<file path="config.mk">
export PLATFORM = sky130hd
export DESIGN_NAME = fsst_ctrl
export DESIGN_NICKNAME = d
export VERILOG_FILES = /design/src/hw/rtl/fsst_pkg.sv /design/src/hw/rtl/fsst_ctrl.sv
export SDC_FILE = /design/constraint.sdc
export NUM_CORES = 1
export LEC_CHECK = 0
export BUFFER_PORTS_ARGS = -buffer_cell sky130_fd_sc_hd__buf_2
export CORE_AREA = 3 3 40 42
export CTS_CLUSTER_DIAMETER = 40
export CTS_CLUSTER_SIZE = 14
export DETAILED_ROUTE_END_ITERATION = 10
export DIE_AREA = 0 0 43 45
export GPL_TIMING_DRIVEN = 0
export RECOVER_POWER = 100
export SYNTH_ARGS = -nofsm -noshare
export SYNTH_HDL_FRONTEND = slang
export SYNTH_SLANG_ARGS = --single-unit
</file>
<file path="constraint.sdc">
create_clock -name clk -period 2 [get_ports clk]
set_clock_uncertainty 0.05 [all_clocks]
set_input_delay 0.1 -clock clk [delete_from_list [all_inputs] [get_ports clk]]
set_output_delay 0.1 -clock clk [all_outputs]
set_load 0.01 [all_outputs]
</file>
<file path="src/hw/rtl/fsst_pkg.sv">
// Shared types, constants and control structs for the Fibonacci search table unit.
package fsst_pkg;

    localparam int DEPTH_DEF      = 1024;
    localparam int DATA_WIDTH_DEF = 32;
    localparam int LEN_W          = 11;
    localparam int IDX_W          = 10;
    localparam int VAL_W          = 32;

    localparam logic OP_WRITE  = 1'b0;
    localparam logic OP_SEARCH = 1'b1;

    typedef struct packed {
        logic                    op;
        logic [IDX_W-1:0]        index;
        logic signed [VAL_W-1:0] value;
    } req_t;

    typedef struct packed {
        logic             found;
        logic [IDX_W-1:0] position;
    } rsp_t;

    typedef struct packed {
        logic write;
        logic start;
        logic grow;
        logic probe_rd;
        logic probe_cmp;
        logic fin_rd;
        logic fin_cmp;
        logic emit;
    } dp_cmd_t;

    typedef struct packed {
        logic grow_more;
        logic probe_go;
        logic fin_go;
        logic rsp_busy;
    } dp_sts_t;

endpackage

</file>
<file path="src/hw/rtl/fsst_ctrl.sv">
// Sequencer for table writes and Fibonacci search steps.
module fsst_ctrl (
    input  logic              clk,
    input  logic              rst_n,
    input  logic              req_valid,
    input  logic              req_op,
    output logic              req_stall,
    output fsst_pkg::dp_cmd_t cmd,
    input  fsst_pkg::dp_sts_t sts
);
    import fsst_pkg::*;

    localparam logic [2:0] ST_IDLE   = 3'd0;
    localparam logic [2:0] ST_GROW   = 3'd1;
    localparam logic [2:0] ST_PROBE  = 3'd2;
    localparam logic [2:0] ST_CMP    = 3'd3;
    localparam logic [2:0] ST_FIN    = 3'd4;
    localparam logic [2:0] ST_FINCMP = 3'd5;
    localparam logic [2:0] ST_DONE   = 3'd6;

    logic [2:0] state_reg, state_next;

    always_comb
    begin
        state_next = state_reg;
        cmd        = '0;
        req_stall  = 1'b1;
        unique case (state_reg)
            ST_IDLE:
            begin
                req_stall = 1'b0;
                if (req_valid)
                begin
                    if (req_op == OP_WRITE)
                        cmd.write = 1'b1;
                    else
                    begin
                        cmd.start  = 1'b1;
                        state_next = ST_GROW;
                    end
                end
            end
            ST_GROW:
            begin
                if (sts.grow_more)
                    cmd.grow = 1'b1;
                else
                    state_next = ST_PROBE;
            end
            ST_PROBE:
            begin
                if (sts.probe_go)
                begin
                    cmd.probe_rd = 1'b1;
                    state_next   = ST_CMP;
                end
                else
                    state_next = ST_FIN;
            end
            ST_CMP:
            begin
                cmd.probe_cmp = 1'b1;
                state_next    = ST_PROBE;
            end
            ST_FIN:
            begin
                if (sts.fin_go)
                begin
                    cmd.fin_rd = 1'b1;
                    state_next = ST_FINCMP;
                end
                else
                    state_next = ST_DONE;
            end
            ST_FINCMP:
            begin
                cmd.fin_cmp = 1'b1;
                state_next  = ST_DONE;
            end
            ST_DONE:
            begin
                if (!sts.rsp_busy)
                begin
                    cmd.emit   = 1'b1;
                    state_next = ST_IDLE;
                end
            end
            default:
                state_next = ST_IDLE;
        endcase
    end

    always_ff @(posedge clk or negedge rst_n)
    begin
        if (!rst_n)
            state_reg <= ST_IDLE;
        else
            state_reg <= state_next;
    end

endmodule

</file>
Yosys cells after proc, flatten, opt, wreduce, memory -nomap -nowiden

Cells that the tools add are included.

Register bits after elaboration: 3
Output and inout bits: 9
Logic and storage cells: 35

Equal/unequal tests: 10
Muxes and demuxes: 22
Reductions and logical operators: 2

Operators by type and width:

| kind                                                             | count |
|---|---|
| 3-bit one-hot mux with 7 select lines                            | 1 |
| 3-bit two-way mux                                                | 5 |
| 1-bit two-way mux                                                | 13 |
| 3-bit == test (second input constant)                            | 3 |
| 2-bit != test (second input constant)                            | 4 |
| 3-bit by 2-bit == test with 1-bit output (second input constant) | 2 |
| 2-bit two-way mux                                                | 3 |
| 4-bit AND reduction                                              | 1 |
| 3-bit by 1-bit == test with 1-bit output (second input constant) | 1 |
| 3-bit zero test                                                  | 1 |

Logic depth before layout (Yosys ltp)

Word-level depth: 3
Depth in mapped cells: 4

Worst setup path after synthesis

OpenSTA, ideal clock, no wires.

Path type: register to register
Start point: register state_reg[2]
End point: register state_reg[1]
Library setup time: 0.135 ns
Data arrival time: 1.051 ns
Path slack: 0.765 ns
Stages on the path, launching flop included: 4
Period minus slack after synthesis: 1.235 ns
Path through: dfrtp_1 > or2_4 > o31ai_4 > o32ai_1

Longest elaborated chain between the ends: 3
Elaborated cells between the ends (all ways): 13
Classes of those cells: eq/ne: 10; mux: 1; reduce/logical: 2

RTL lines:

| what                                                             | line            | source |
|---|---|---|
| start: declaration                                               | fsst_ctrl.sv:21 | `logic [2:0] state_reg, state_next;` |
| start signal: assignment                                         | fsst_ctrl.sv:98 | `state_reg <= state_next;` |
| 3-bit by 1-bit == test with 1-bit output (tied with other cells) | fsst_ctrl.sv:28 | `unique case (state_reg)` |
| 2-bit != test (no source line)                                   | --              |  |
| 4-bit AND reduction (no source line)                             | --              |  |

Several ways; a longest one is shown, not always the timed one.
A chain may end at the register's enable or synchronous reset.

==> results.toml <==
[placed_design]
post-dp-hpwl_um = 519
gpl.final_weighted_congestion = 0.716
place.port_buffers = 16
pre_cts_slack_ns = 0.685
place_inst = 62

[logic_synthesis]
synthTopCellsByCount = "sky130_fd_sc_hd__nor2_1, sky130_fd_sc_hd__dfrtp_1, sky130_fd_sc_hd__nand2_1"
avgSynthCellArea_um2 = 8.76
yosys.cell_count.top_type = "sky130_fd_sc_hd__nor2_1"
async_flop_share = 1.00
mappedNetlistArea_um2 = 272
post_synth_inst_count = 31
synth.distinct_cells = 21
yosys_warnings = 0
synthTopCellsByArea = "sky130_fd_sc_hd__dfrtp_1, sky130_fd_sc_hd__and4bb_1, sky130_fd_sc_hd__o31ai_4"
seq_area_frac_synth = 0.276
syn_nets = 39
synth.largest_area_cell = "sky130_fd_sc_hd__dfrtp_1"
ys_flop_type = "sky130_fd_sc_hd__dfrtp_1"
synth_edf_count = 0
synthDominantCellAreaShare = 0.276
ys_seq_elements = 3

[clocking]
root_buffer = "sky130_fd_sc_hd__clkbuf_4"
tritoncts_buffers = 3
post_cts_resized = 0
htree_num_levels = 1
cts_tree = "done"
cts.clk_slew.worst_paths_ns = 0.04
clk-insertion-delay-late_ns = 0.23
clock-sinks = 3
max-clock-path-buffers = 2

[sta]
timing.max_slew.rel_slack = 0.743
setup-violations-final = 0
timing.setup.tns_ns = 0
finalCritPeriodShare = 0.791
fin_crit_ns = 1.58
actual_transition_at_the_worst_max_transition_pin_ns = 0.386
timing_max_transition_violations_final = 0
rsz_0062_raised_after_global_routing = "no"
max_freq_mhz = 632
timing.final.hold_violations = 0
post-route-worst-setup-slack_ns = 0.419

[critical_path]
crit_path_start = "state_reg[0]"
worstSetupStartpointType = "register"
r2r-start = "state_reg[0]"
critPathTopFamily = "simple AND/OR/NAND/NOR gates"
cp_max_fo = 10
critical_path.cell_chain = "clkbuf_1 -> nor3_2 -> and3_1 -> clkbuf_1"
buffers_inverters_on_critical_path = 2
worst_ep_required_time_ns = 1.85
cp_slowest_cell = "sky130_fd_sc_hd__dfrtp_1"
worstSetupEndpointType = "primary output"
worstSetupPathType = "register to primary output"
slowest_delay_ns = 0.39
worst-endpoint-arrival_ns = 1.43
critPathMostFrequentCell = "sky130_fd_sc_hd__clkbuf_1"

[floorplanning]
die_h_um = 45
rows = 13
fp.dieW_um = 43
core_area_um2 = 1280
io_pins = 17
die_area_um2 = 1940
initial_core_util = 0.211

[pwr]
switching_fraction = 0.436
p_total_uw = 521
ir_drop_uv = 516
switching_power_uw = 227
proportion_of_power_drawn_by_flip_flops_and_latches = 0.263
static-leakage-power_nw = 0.181
internal_power_uw = 294
power_frac_clock = 0.206
power_density_nw_per_um2 = 1370
comb_power_share = 0.531

[global_route]
initial_antenna_violation_count = 0
grt_pass1_wl_mm = 1.22
largest_net_degree_at_the_start_of_global_routing = 11
gr-usage-all-layers = 0.0860
first_global_vias = 295
overflow = 0

[hold_path]
min-delay-start = "sts[0]"
timing.hold.worst.class = "input port to register"

[finish]
seq_area_um2 = 75.1
num_antenna_cells = 0
n_fill_cell = 146
utilization = 0.296
area_growth_pct = 40.1
multi_input_comb_area_um2 = 170
final_layout_size_suffix_gt1_frac = 0.250
layout.cells.non_filler = 67
num-nets-final = 61
largest_register_ff_count = 3

[status]
run_status = "finished clean"

[route]
route.vias.total = 301
totalWireLength_um = 695
detailedRoute.firstPassIterationCount = 2
drt_first_iter_violations = 4
routedWlPerCell_um = 10.4
antenna_left = 0
routed_via_density = 4.49
drcViolationCount = 0

[run]
max-cap-violations = 0
==> placed cells by master, fill, tap and decap left out <==
| cell | Yosys | final |
|---|---|---|
| sky130_fd_sc_hd__inv_1 | 2 | 2 |
| sky130_fd_sc_hd__and3b_2 | 1 | 1 |
| sky130_fd_sc_hd__and3_1 | 1 | 1 |
| sky130_fd_sc_hd__and2_0 | 0 | 1 |
| sky130_fd_sc_hd__o32ai_1 | 1 | 1 |
| sky130_fd_sc_hd__nor3_1 | 2 | 2 |
| sky130_fd_sc_hd__nor3_2 | 1 | 1 |
| sky130_fd_sc_hd__nand2_1 | 3 | 3 |
| sky130_fd_sc_hd__clkbuf_4 | 0 | 3 |
| sky130_fd_sc_hd__a22o_1 | 1 | 1 |
| sky130_fd_sc_hd__dlygate4sd3_1 | 0 | 1 |
| sky130_fd_sc_hd__nor2b_1 | 1 | 1 |
| sky130_fd_sc_hd__and2b_1 | 1 | 1 |
| sky130_fd_sc_hd__o31ai_1 | 0 | 1 |
| sky130_fd_sc_hd__o22ai_1 | 1 | 1 |
| sky130_fd_sc_hd__a221oi_1 | 1 | 1 |
| sky130_fd_sc_hd__or2_4 | 1 | 1 |
| sky130_fd_sc_hd__buf_2 | 1 | 7 |
| sky130_fd_sc_hd__nor2_1 | 4 | 4 |
| sky130_fd_sc_hd__and4bb_1 | 2 | 2 |
| sky130_fd_sc_hd__and3b_1 | 1 | 1 |
| sky130_fd_sc_hd__o21ai_1 | 1 | 1 |
| sky130_fd_sc_hd__dfrtp_1 | 3 | 3 |
| sky130_fd_sc_hd__clkbuf_1 | 0 | 11 |
==> worst paths after layout <==
check / endpoint / cells after the start / slack [ns]
min in group asynchronous: state_reg[2] / 2 / 0.16
max in group asynchronous: state_reg[1] / 2 / 1.59
min reg2reg: state_reg[2] / 1 / 0.66
max reg2reg: state_reg[1] / 4 / 0.56
max: cmd[6] / 4 / 0.42
min: state_reg[1] / 3 / 0.12
==> layer usage <==
metal,vias to the layer above,global-route usage,wire (um)
met5,-,0,0
met4,0,0.0723,0
met3,0,0.0319,72
met2,13,0.111,269
met1,131,0.112,354
li1,157,-,-
==> worst min-delay path, delay by kind of cell <==
kind	cells	cell delay (ns)
AOI/OAI and AO/OA	1	0.08
buffers and inverters	2	0.17
==> power by group through the flow <==
stage,Combinational (mW),Clock [mW],Sequential [mW]
final,0.277,0.107,0.137
after global routing,0.311,0.117,0.147
after CTS,0.319,0.114,0.137
after detailed placement,0.315,0,0.137
after global placement,0.314,0,0.137
after floorplan,0.240,0,0.122
==> cell families (layout without fill, tap and decap cells) <==
logic type	Yosys count	after routing	share of synthesized area
compound gates	6	6	0.217
simple gates	19	19	0.461
flops	3	3	0.276
buf+inv	3	24	0.0461
==> what timing repair did <==
| action | CTS | global route |
|---|---|---|
| hold buffers | 1 | 0 |
| setup buffers | 0 | 0 |
| endpoints found under the hold margin | 3 | 0 |
==> area by class of cell <==
cell class                      instances  share of cell area
Inverter                                2              0.0197
Tap cell                               15              0.0493
Sequential cell                         3               0.197
Buffer                                  1             0.00987
Timing Repair Buffer                   17               0.207
Clock buffer                            4              0.0691
Multi-Input combinational cell         25               0.447
==> stage by stage <==
step / hold slack [ns] / cell area [um2]
final: 0.121 / 380
after global routing: 0.125 / 380
after CTS: 0.110 / 407
after detailed placement: -0.154 / 370
after global placement: -0.153 / 370
after floorplan: -0.246 / 272
No activity file was read; power rests on OpenSTA's default activity.
